==> src/hw/rtl/stq_pkg.sv <==
package stq_pkg;

	// Defaults for the top-level parameters
	localparam int NUM_TIMERS_DEF = 16;
	localparam int TIME_BITS_DEF  = 32;

	// Fixed field widths of the command and result words
	localparam int CMD_W     = 3;
	localparam int ID_W      = 4;
	localparam int ID_COUNT  = 1 << ID_W;
	localparam int IN_TIME_W = 32;

	// At most this many timers fire on one tick
	localparam int MAX_FIRE   = 16;
	localparam int FIRE_CNT_W = $clog2(MAX_FIRE + 1);

	// Command codes
	localparam logic [CMD_W-1:0] CMD_ADD     = 3'd0;
	localparam logic [CMD_W-1:0] CMD_MODIFY  = 3'd1;
	localparam logic [CMD_W-1:0] CMD_MOD_PND = 3'd2;
	localparam logic [CMD_W-1:0] CMD_DELETE  = 3'd3;
	localparam logic [CMD_W-1:0] CMD_TICK    = 3'd4;

	// Operation broadcast to every cell of the chain
	typedef enum logic [1:0] {
		OP_NONE   = 2'd0,
		OP_INSERT = 2'd1,
		OP_REMOVE = 2'd2,
		OP_POP    = 2'd3
	} cell_op_t;

	typedef struct packed {
		cell_op_t          code;
		logic [ID_W-1:0]   id;
	} stq_op_t;

	// Flags handed from each cell to its right neighbor
	typedef struct packed {
		logic ins;  // new key sorts at or before this cell
		logic hit;  // matching owner found at or before this cell
	} stq_link_t;

endpackage

==> src/hw/rtl/stq_ifs.sv <==
interface stq_req_if import stq_pkg::*; ();
	logic                  valid;
	logic                  ready;
	logic [CMD_W-1:0]      cmd;
	logic [ID_W-1:0]       timer_id;
	logic [IN_TIME_W-1:0]  expiry_time;
	logic [IN_TIME_W-1:0]  current_time;

	modport source(output valid, cmd, timer_id, expiry_time, current_time, input ready);
	modport sink(input valid, cmd, timer_id, expiry_time, current_time, output ready);
endinterface

interface stq_rsp_if import stq_pkg::*; ();
	logic             valid;
	logic             ready;
	logic             was_pending;
	logic             fault;
	logic             fired;
	logic [ID_W-1:0]  fired_id;
	logic             last;

	modport source(output valid, was_pending, fault, fired, fired_id, last, input ready);
	modport sink(input valid, was_pending, fault, fired, fired_id, last, output ready);
endinterface

==> src/hw/rtl/stq_cell.sv <==
module stq_cell import stq_pkg::*; #(
	parameter int TIME_BITS = TIME_BITS_DEF
) (
	input  logic                 clk,
	input  logic                 arst_n,
	input  stq_op_t              op,
	input  logic [TIME_BITS-1:0] key,
	input  stq_link_t            from_left,
	output stq_link_t            to_right,
	input  logic                 left_valid,
	input  logic [TIME_BITS-1:0] left_expiry,
	input  logic [ID_W-1:0]      left_owner,
	input  logic                 right_valid,
	input  logic [TIME_BITS-1:0] right_expiry,
	input  logic [ID_W-1:0]      right_owner,
	output logic                 valid,
	output logic [TIME_BITS-1:0] expiry,
	output logic [ID_W-1:0]      owner
);

	logic                 valid_q;
	logic [TIME_BITS-1:0] expiry_q;
	logic [ID_W-1:0]      owner_q;
	logic                 ins_here;
	logic                 hit_here;
	logic                 valid_d;
	logic [TIME_BITS-1:0] expiry_d;
	logic [ID_W-1:0]      owner_d;

	// An empty cell sorts as later than any key; equal keys go behind
	assign ins_here = !valid_q || (key < expiry_q);
	assign hit_here = from_left.hit || (valid_q && (owner_q == op.id));
	assign to_right = '{ins: ins_here, hit: hit_here};

	// Next contents: hold, take new key, take left (shift right) or right (shift left)
	always_comb begin
		valid_d  = valid_q;
		expiry_d = expiry_q;
		owner_d  = owner_q;
		unique case (op.code)
			OP_INSERT: begin
				if (ins_here) begin
					if (from_left.ins) begin
						valid_d  = left_valid;
						expiry_d = left_expiry;
						owner_d  = left_owner;
					end else begin
						valid_d  = 1'b1;
						expiry_d = key;
						owner_d  = op.id;
					end
				end
			end
			OP_REMOVE: begin
				if (hit_here) begin
					valid_d  = right_valid;
					expiry_d = right_expiry;
					owner_d  = right_owner;
				end
			end
			OP_POP: begin
				valid_d  = right_valid;
				expiry_d = right_expiry;
				owner_d  = right_owner;
			end
			default: ;
		endcase
	end

	always_ff @(posedge clk or negedge arst_n) begin
		if (!arst_n) begin
			valid_q <= 1'b0;
		end else begin
			valid_q <= valid_d;
		end
	end

	// Payload carries no reset
	always_ff @(posedge clk) begin
		expiry_q <= expiry_d;
		owner_q  <= owner_d;
	end

	assign valid  = valid_q;
	assign expiry = expiry_q;
	assign owner  = owner_q;

endmodule

==> src/hw/rtl/sorted_timer_queue.sv <==
// Sorted timer queue: holds up to NUM_TIMERS numbered timers (ids 0 to 15, and below
// NUM_TIMERS) in a row of cells ordered by expiry, equal expiries in insertion order.
// One command word is taken at a time and each gives one result word, except a tick,
// which gives one word per fired timer (at most 16, head first) or a single empty word.
// Add or modify of a timer not pending inserts it and then loads the result; delete
// of a pending timer removes it first, either modify of a pending timer removes it and
// reinserts it, and an add that faults, delete or modify-if-pending of a timer not
// pending, a bad id and an unknown code go straight to loading the result. The cell
// row does one insert, one removal or one head pop per cycle; a tick pops no timer
// while a result word waits on ready, and no command is taken until the last result
// word is loaded. Times are cut or zero-extended to TIME_BITS and compared unsigned
// with no wrap handling. Expiry and owner cells carry no reset.
module sorted_timer_queue import stq_pkg::*; #(
	parameter int NUM_TIMERS = NUM_TIMERS_DEF,
	parameter int TIME_BITS  = TIME_BITS_DEF
) (
	input  logic      clk,
	input  logic      arst_n,
	stq_req_if.sink   req,
	stq_rsp_if.source rsp
);

	typedef enum logic [4:0] {
		S_IDLE   = 5'b00001,
		S_DETACH = 5'b00010,
		S_INSERT = 5'b00100,
		S_REPLY  = 5'b01000,
		S_TICK   = 5'b10000
	} state_t;

	state_t                 state_q;
	logic [ID_COUNT-1:0]    pending_q;
	logic [ID_W-1:0]        id_q;
	logic [TIME_BITS-1:0]   exp_q;
	logic [TIME_BITS-1:0]   now_q;
	logic                   was_q;
	logic                   flt_q;
	logic                   del_q;
	logic [FIRE_CNT_W-1:0]  fire_cnt_q;

	logic                   rsp_valid_q;
	logic                   rsp_was_q;
	logic                   rsp_flt_q;
	logic                   rsp_fired_q;
	logic [ID_W-1:0]        rsp_id_q;
	logic                   rsp_last_q;

	logic                   cell_valid [NUM_TIMERS];
	logic [TIME_BITS-1:0]   cell_expiry [NUM_TIMERS];
	logic [ID_W-1:0]        cell_owner [NUM_TIMERS];
	stq_link_t              cell_link [NUM_TIMERS];

	stq_op_t                op;
	logic                   accept;
	logic                   slot_free;
	logic                   rsp_load;
	logic                   id_ok;
	logic                   pend;
	logic                   tail_full;
	logic                   fire_ok;
	logic                   more_due;
	logic                   last_fire;

	assign accept    = req.valid && req.ready;
	assign slot_free = !rsp_valid_q || rsp.ready;
	assign rsp_load  = slot_free && ((state_q == S_REPLY) || (state_q == S_TICK));
	assign id_ok     = int'(req.timer_id) < NUM_TIMERS;
	assign pend      = id_ok && pending_q[req.timer_id];
	assign tail_full = cell_valid[NUM_TIMERS-1];

	// Head and second cell decide firing and whether this word is the last one
	assign fire_ok   = cell_valid[0] && (cell_expiry[0] <= now_q) &&
	                   (fire_cnt_q < FIRE_CNT_W'(MAX_FIRE));
	assign more_due  = cell_valid[1] && (cell_expiry[1] <= now_q) &&
	                   (fire_cnt_q < FIRE_CNT_W'(MAX_FIRE - 1));
	assign last_fire = !more_due;

	assign req.ready = (state_q == S_IDLE);

	// Operation for the cell row
	always_comb begin
		op.id   = id_q;
		op.code = OP_NONE;
		unique case (state_q)
			S_DETACH: op.code = OP_REMOVE;
			S_INSERT: op.code = tail_full ? OP_NONE : OP_INSERT;
			S_TICK:   op.code = (slot_free && fire_ok) ? OP_POP : OP_NONE;
			default:  op.code = OP_NONE;
		endcase
	end

	// Cell row
	for (genvar i = 0; i < NUM_TIMERS; i++) begin : g_cell
		stq_link_t            left_link;
		logic                 l_valid;
		logic [TIME_BITS-1:0] l_expiry;
		logic [ID_W-1:0]      l_owner;
		logic                 r_valid;
		logic [TIME_BITS-1:0] r_expiry;
		logic [ID_W-1:0]      r_owner;

		if (i == 0) begin : g_head
			assign left_link = '0;
			assign l_valid   = 1'b0;
			assign l_expiry  = exp_q;
			assign l_owner   = id_q;
		end else begin : g_mid
			assign left_link = cell_link[i-1];
			assign l_valid   = cell_valid[i-1];
			assign l_expiry  = cell_expiry[i-1];
			assign l_owner   = cell_owner[i-1];
		end

		if (i == NUM_TIMERS - 1) begin : g_tail
			assign r_valid  = 1'b0;
			assign r_expiry = cell_expiry[i];
			assign r_owner  = cell_owner[i];
		end else begin : g_body
			assign r_valid  = cell_valid[i+1];
			assign r_expiry = cell_expiry[i+1];
			assign r_owner  = cell_owner[i+1];
		end

		stq_cell #(
			.TIME_BITS(TIME_BITS)
		) u_cell (
			.clk          (clk),
			.arst_n       (arst_n),
			.op           (op),
			.key          (exp_q),
			.from_left    (left_link),
			.to_right     (cell_link[i]),
			.left_valid   (l_valid),
			.left_expiry  (l_expiry),
			.left_owner   (l_owner),
			.right_valid  (r_valid),
			.right_expiry (r_expiry),
			.right_owner  (r_owner),
			.valid        (cell_valid[i]),
			.expiry       (cell_expiry[i]),
			.owner        (cell_owner[i])
		);
	end

	// Command sequencer, pending marks and result register
	always_ff @(posedge clk or negedge arst_n) begin
		if (!arst_n) begin
			state_q     <= S_IDLE;
			pending_q   <= '0;
			rsp_valid_q <= 1'b0;
		end else begin
			// Load a new result word, or drop the one just taken
			rsp_valid_q <= rsp_load || (rsp_valid_q && !rsp.ready);
			unique case (state_q)
				S_IDLE: begin
					if (accept) begin
						if (req.cmd == CMD_TICK) begin
							state_q <= S_TICK;
						end else if (!id_ok) begin
							state_q <= S_REPLY;
						end else begin
							unique case (req.cmd) inside
								CMD_ADD:     state_q <= pend ? S_REPLY : S_INSERT;
								CMD_MODIFY:  state_q <= pend ? S_DETACH : S_INSERT;
								CMD_MOD_PND,
								CMD_DELETE:  state_q <= pend ? S_DETACH : S_REPLY;
								default:     state_q <= S_REPLY;
							endcase
						end
					end
				end
				S_DETACH: begin
					pending_q[id_q] <= 1'b0;
					state_q         <= del_q ? S_REPLY : S_INSERT;
				end
				S_INSERT: begin
					if (!tail_full) begin
						pending_q[id_q] <= 1'b1;
					end
					state_q <= S_REPLY;
				end
				S_REPLY: begin
					if (slot_free) begin
						state_q <= S_IDLE;
					end
				end
				S_TICK: begin
					if (slot_free) begin
						if (fire_ok) begin
							pending_q[cell_owner[0]] <= 1'b0;
							if (last_fire) begin
								state_q <= S_IDLE;
							end
						end else begin
							state_q <= S_IDLE;
						end
					end
				end
				default: state_q <= S_IDLE;
			endcase
		end
	end

	// Captured command word and result payload
	always_ff @(posedge clk) begin
		if (accept) begin
			id_q       <= req.timer_id;
			exp_q      <= TIME_BITS'(req.expiry_time);
			now_q      <= TIME_BITS'(req.current_time);
			fire_cnt_q <= '0;
			// only delete stops after the removal; both modifies reinsert
			del_q      <= (req.cmd == CMD_DELETE);
			flt_q      <= id_ok && (req.cmd == CMD_ADD) && pend;
			was_q      <= id_ok && (req.cmd <= CMD_DELETE) && pend;
		end
		if (state_q == S_REPLY && slot_free) begin
			rsp_was_q   <= was_q;
			rsp_flt_q   <= flt_q;
			rsp_fired_q <= 1'b0;
			rsp_id_q    <= '0;
			rsp_last_q  <= 1'b1;
		end else if (state_q == S_TICK && slot_free) begin
			rsp_was_q   <= 1'b0;
			rsp_flt_q   <= 1'b0;
			rsp_fired_q <= fire_ok;
			rsp_id_q    <= fire_ok ? cell_owner[0] : '0;
			rsp_last_q  <= fire_ok ? last_fire : 1'b1;
			if (fire_ok) begin
				fire_cnt_q <= fire_cnt_q + FIRE_CNT_W'(1);
			end
		end
	end

	assign rsp.valid       = rsp_valid_q;
	assign rsp.was_pending = rsp_was_q;
	assign rsp.fault       = rsp_flt_q;
	assign rsp.fired       = rsp_fired_q;
	assign rsp.fired_id    = rsp_id_q;
	assign rsp.last        = rsp_last_q;

endmodule

==> src/flat_wrapper.sv <==
// flat-port wrapper written by rule: the top's interface ports become plain ports
module sorted_timer_queue_flat import stq_pkg::*;
#(
	parameter int NUM_TIMERS = NUM_TIMERS_DEF,
	parameter int TIME_BITS  = TIME_BITS_DEF
)
  (clk, arst_n, req_valid, req_cmd, req_timer_id, req_expiry_time, req_current_time, req_ready, rsp_valid, rsp_was_pending, rsp_fault, rsp_fired, rsp_fired_id, rsp_last, rsp_ready);
  stq_req_if req_i ();
  stq_rsp_if rsp_i ();
  input  logic clk;
  input  logic arst_n;
  input wire logic [$bits(req_i.valid)-1:0] req_valid;
  input wire logic [$bits(req_i.cmd)-1:0] req_cmd;
  input wire logic [$bits(req_i.timer_id)-1:0] req_timer_id;
  input wire logic [$bits(req_i.expiry_time)-1:0] req_expiry_time;
  input wire logic [$bits(req_i.current_time)-1:0] req_current_time;
  output wire logic [$bits(req_i.ready)-1:0] req_ready;
  output wire logic [$bits(rsp_i.valid)-1:0] rsp_valid;
  output wire logic [$bits(rsp_i.was_pending)-1:0] rsp_was_pending;
  output wire logic [$bits(rsp_i.fault)-1:0] rsp_fault;
  output wire logic [$bits(rsp_i.fired)-1:0] rsp_fired;
  output wire logic [$bits(rsp_i.fired_id)-1:0] rsp_fired_id;
  output wire logic [$bits(rsp_i.last)-1:0] rsp_last;
  input wire logic [$bits(rsp_i.ready)-1:0] rsp_ready;
  assign req_i.valid = req_valid;
  assign req_i.cmd = req_cmd;
  assign req_i.timer_id = req_timer_id;
  assign req_i.expiry_time = req_expiry_time;
  assign req_i.current_time = req_current_time;
  assign req_ready = req_i.ready;
  assign rsp_valid = rsp_i.valid;
  assign rsp_was_pending = rsp_i.was_pending;
  assign rsp_fault = rsp_i.fault;
  assign rsp_fired = rsp_i.fired;
  assign rsp_fired_id = rsp_i.fired_id;
  assign rsp_last = rsp_i.last;
  assign rsp_i.ready = rsp_ready;
  sorted_timer_queue #(.NUM_TIMERS(NUM_TIMERS), .TIME_BITS(TIME_BITS)) u_core (.clk(clk), .arst_n(arst_n), .req(req_i), .rsp(rsp_i));
endmodule
==> config.mk <==
export PLATFORM = sky130hd
export DESIGN_NAME = sorted_timer_queue_flat
export DESIGN_NICKNAME = d
export VERILOG_FILES = /design/src/hw/rtl/stq_pkg.sv /design/src/hw/rtl/stq_ifs.sv /design/src/hw/rtl/stq_cell.sv /design/src/hw/rtl/sorted_timer_queue.sv /design/src/flat_wrapper.sv
export SDC_FILE = /design/constraint.sdc
export NUM_CORES = 2
export LEC_CHECK = 0
export CORE_MARGIN = 3
export CORE_UTILIZATION = 59
export CTS_CLUSTER_DIAMETER = 50
export DETAILED_ROUTE_END_ITERATION = 16
export DONT_BUFFER_PORTS = 1
export GPL_ROUTABILITY_DRIVEN = 1
export PLACE_DENSITY = 0.78
export REMOVE_ABC_BUFFERS = 1
export SLEW_MARGIN = 20
export SYNTH_ARGS = -nofsm -noshare
export SYNTH_HDL_FRONTEND = slang
export SYNTH_HIERARCHICAL = 1
export SYNTH_SLANG_ARGS = --single-unit
==> constraint.sdc <==
create_clock -name clk -period 7.4 [get_ports clk]
set_input_delay 0.74 -clock clk [delete_from_list [all_inputs] [get_ports clk]]
set_output_delay 0.74 -clock clk [all_outputs]
set_load 0.005 [all_outputs]
==> out/metrics.csv <==
stage,metric,value,unit
floorplanning,Die Y,295,µm
clock_network,root buf cell,clkbuf_16,
timing,unrepaired setup endpoints after global routing,no,
routing,post-route ant nets,0,
clock_network,clock slew at the register clock pins of the worst setup and hold paths,0.06,ns
clock_network,Worst-Skew Late Latency,0.66,ns
floorplanning,IO Pins,85,
place,port buffer count,0,
logic_synthesis,synthesized area per cell,9.86,µm²
hold_path,Hold Path Depth,0,
power,PD cells,269,mW/mm²
routing,via count,36900,
power,Pleak,23.6,nW
worst_setup_path,Crit path top cell by count,a31o_2,
clock_network,CTS tree,yes,
worst_setup_path,Critical path buffers and inverters,2,
clock_network,CTS H-tree lvls,3,
power,VDD IR max,0.223,mV
worst_setup_path,Worst R2R Path Depth,21,
layout,fillers,6385,
worst_setup_path,Worst Setup End Kind,flip-flop,
timing,FMAX,173,MHz
grt,largest net degree at the start of global routing,306,
floorplanning,width of the die,295,µm
place,routability cong.,0.924,
clock_network,Post-CTS Setup Inserts,0,
grt,initial antenna violation count,0,
layout,synth-to-layout area growth,8.88,%
logic_synthesis,"Warnings, synthesis",6,
worst_setup_path,worst reg2reg endpoint,u_core/g_cell[15].u_cell/expiry[2],
power,Clock Power Share,33.1,%
power,P_int,9.62,mW
clock_network,clk sinks,698,
worst_setup_path,cell family with most CP delay,compound AO/OA/AOI/OAI gates,
grt,first-pass GRT wire length,189,mm
layout,fraction of layout cells with a size suffix above 1,5.90,%
worst_setup_path,critical path data arrival time,6.14,ns
layout,Post-layout nets,5591,
power,P_sw,4.86,mW
timing,Max Clock Skew,0.0301,ns
worst_setup_path,max incr delay on CP,0.44,ns
timing,pins over their slew limit,0,
worst_setup_path,Critical R2R Launch,u_core/g_cell[0].l_owner[2],
grt,number of global-route vias before repair,36700,
routing,drt first pass iters,6,
clock_network,Num CTS Buffers,96,
timing,Post-Route Setup TNS,0,ns
logic_synthesis,cell count after synthesis,5004,
place,Post-DP HPWL,84.5,mm
hold_path,Hold Path Class,primary input to flip-flop,
power,Flop pwr share,35.9,%
routing,DRC violations left,0,
hold_path,HP Start,req_timer_id[1],
worst_setup_path,crit path launch type,flip-flop,
floorplanning,core area,0.0825,mm²
power,Switching Fraction,33.6,%
floorplanning,die area,0.0871,mm²
floorplanning,Initial Util,59.8,%
layout,Ant. Diodes,0,
timing,final cycle utilization of the critical path,77.9,%
worst_setup_path,"Max FO, Critical Path",41,
routing,drt wl/cell,19.4,µm
hold_path,Hold Path Sink,u_core/g_cell[0].l_owner[1],
run_status,status,finished clean,
timing,crit path time final,5.77,ns
worst_setup_path,Register-to-Register Setup Slack,1.63,ns
timing,max_slew headroom,33.2,%
place,dpl cell area,0.0503,mm²
worst_setup_path,worst path cell trace,"buf_4, xor2_1, nor3_1, a31o_2, a31o_2, a31o_2, a31o_2, a31o_2, a31o_2, a31o_2, a31o_2, a31o_2, a31o_2, a31o_2, a31o_2, a31o_2, a31o_2, a31o_2, a21o_1, o21a_1, buf_4",
worst_setup_path,Crit Path Category,flip-flop to flip-flop,
timing,Worst Max-Slew Pin Slew,1.00,ns
grt,GRT Util Overall,26.7,%
timing,final number of setup-violating endpoints,0,
power,Power Total,14.5,mW
routing,Total Wirelength,118,mm
power,combinational share of power,31.0,%
timing,Final Hold Fails,0,
layout,Final Cell Area,0.0537,mm²
grt,grt ovf,0,
flow_run,number of max-cap violations,0,
floorplanning,Rows,105,
routing,first-iteration detailed-routing DRC count,3125,
logic_synthesis,Mapped Area,0.0493,mm²
worst_setup_path,Worst Path Required,7.77,ns
worst_setup_path,"slowest stage cell, crit path",buf_4,
clock_network,clk buf depth,3,
routing,routed vias/inst,6.04,
==> sequential cells by signal, summed over array words and instances, names as in the netlist, 4 cells and up <==
signal,count
u_core/g_cell.u_cell/expiry,512
u_core/state_q,5
u_core/exp_q,32
u_core/now_q,32
u_core/g_cell.u_cell/owner,64
u_core/g_cell.u_cell/valid,16
u_core/fire_cnt_q,5
u_core/pending_q,16
u_core/g_cell.l_owner,4
u_core/rsp.fired_id,4
==> repair_timing <==
action,4_1_cts,5_1_grt
hold endpoints to repair,38,0
gates resized for setup,0,0
hold buffers,2,0
==> worst reg2reg max path, stage by stage, from the launching register on <==
cell,delay (ns)
edfxtp_1,0.39
buf_4,0.44
xor2_1,0.22
nor3_1,0.08
a31o_2,0.24
a31o_2,0.22
a31o_2,0.22
a31o_2,0.23
a31o_2,0.22
a31o_2,0.22
a31o_2,0.22
a31o_2,0.22
a31o_2,0.22
a31o_2,0.22
a31o_2,0.22
a31o_2,0.22
a31o_2,0.22
a31o_2,0.23
a31o_2,0.21
a21o_1,0.20
o21a_1,0.42
buf_4,0.40
==> cells in the final DEF, fill, tap and decap left out, types with 34 or more instances in the layout <==
master,instances
buf_4,75
xor2_1,48
o21ai_0,654
inv_1,568
mux2i_1,593
and4_1,50
nand3_1,44
o211ai_1,35
clkbuf_16,99
nor3_1,42
a31oi_1,46
a211o_1,34
and3_1,38
ha_1,561
a21o_1,45
dfrtp_1,37
a211oi_1,35
nand2_1,730
nor2_1,63
edfxtp_1,649
a21oi_1,187
==> metal layers <==
layer | GRT usage (%) | vias to the layer above | wire [µm]
met5 | 0 | - | 0
met4 | 10.3 | 0 | 4200
met3 | 3.16 | 257 | 6100
met2 | 45.8 | 1174 | 56900
met1 | 34.6 | 17500 | 51000
li1 | - | 17900 | -
==> final cells by class <==
class	count	area (µm²)	area share, %
well taps	1070	1340	2.49
flip-flops and latches	698	20700	38.5
repair buffers	82	708	1.32
clock buffers	116	2570	4.79
clock inverters	61	748	1.39
inverters	569	2140	3.98
multi-input cells	3508	25600	47.6
==> through the flow <==
| stage | instances | util, % | hold WS (ns) | worst slack, ns |
|---|---|---|---|---|
| 3_5_place_dp | 5924 | 61.0 | 0.445 | 1.68 |
| 4_1_cts | 6103 | 65.1 | 0.140 | 1.62 |
| 2_1_floorplan | 4775 | - | 0.426 | -12.83 |
| 6_report | 6104 | 65.1 | 0.170 | 1.63 |
| 5_1_grt | 6104 | 65.1 | 0.149 | 1.28 |
| 3_3_place_gp | 5924 | 61.0 | 0.445 | 1.74 |
==> worst max-delay path by stage <==
stage | end | from | slack, ns | depth (start not counted)
after floorplan | u_core/g_cell[0].u_cell/expiry[0] | u_core/g_cell[0].u_cell/expiry[9] | -12.83 | 9
after global placement | u_core/g_cell[15].u_cell/expiry[6] | u_core/g_cell[0].l_owner[2] | 1.74 | 21
after detailed placement | u_core/g_cell[15].u_cell/expiry[10] | u_core/g_cell[0].l_owner[3] | 1.68 | 21
after CTS | u_core/g_cell[15].u_cell/expiry[2] | u_core/g_cell[0].l_owner[2] | 1.62 | 21
after global routing | u_core/g_cell[15].u_cell/expiry[0] | u_core/g_cell[0].l_owner[2] | 1.28 | 21
final | u_core/g_cell[15].u_cell/expiry[2] | u_core/g_cell[0].l_owner[2] | 1.63 | 21
==> power by group through the flow <==
stage          registers (mW)  logic [mW]  clock network (mW)
2_1_floorplan            5.50        3.59                   0
3_3_place_gp             5.26        4.20                   0
3_5_place_dp             5.27        4.40                   0
4_1_cts                  5.19        4.45                4.85
5_1_grt                  5.23        5.00                5.02
6_report                 5.20        4.49                4.79
Power figures use the tool's default switching activity.
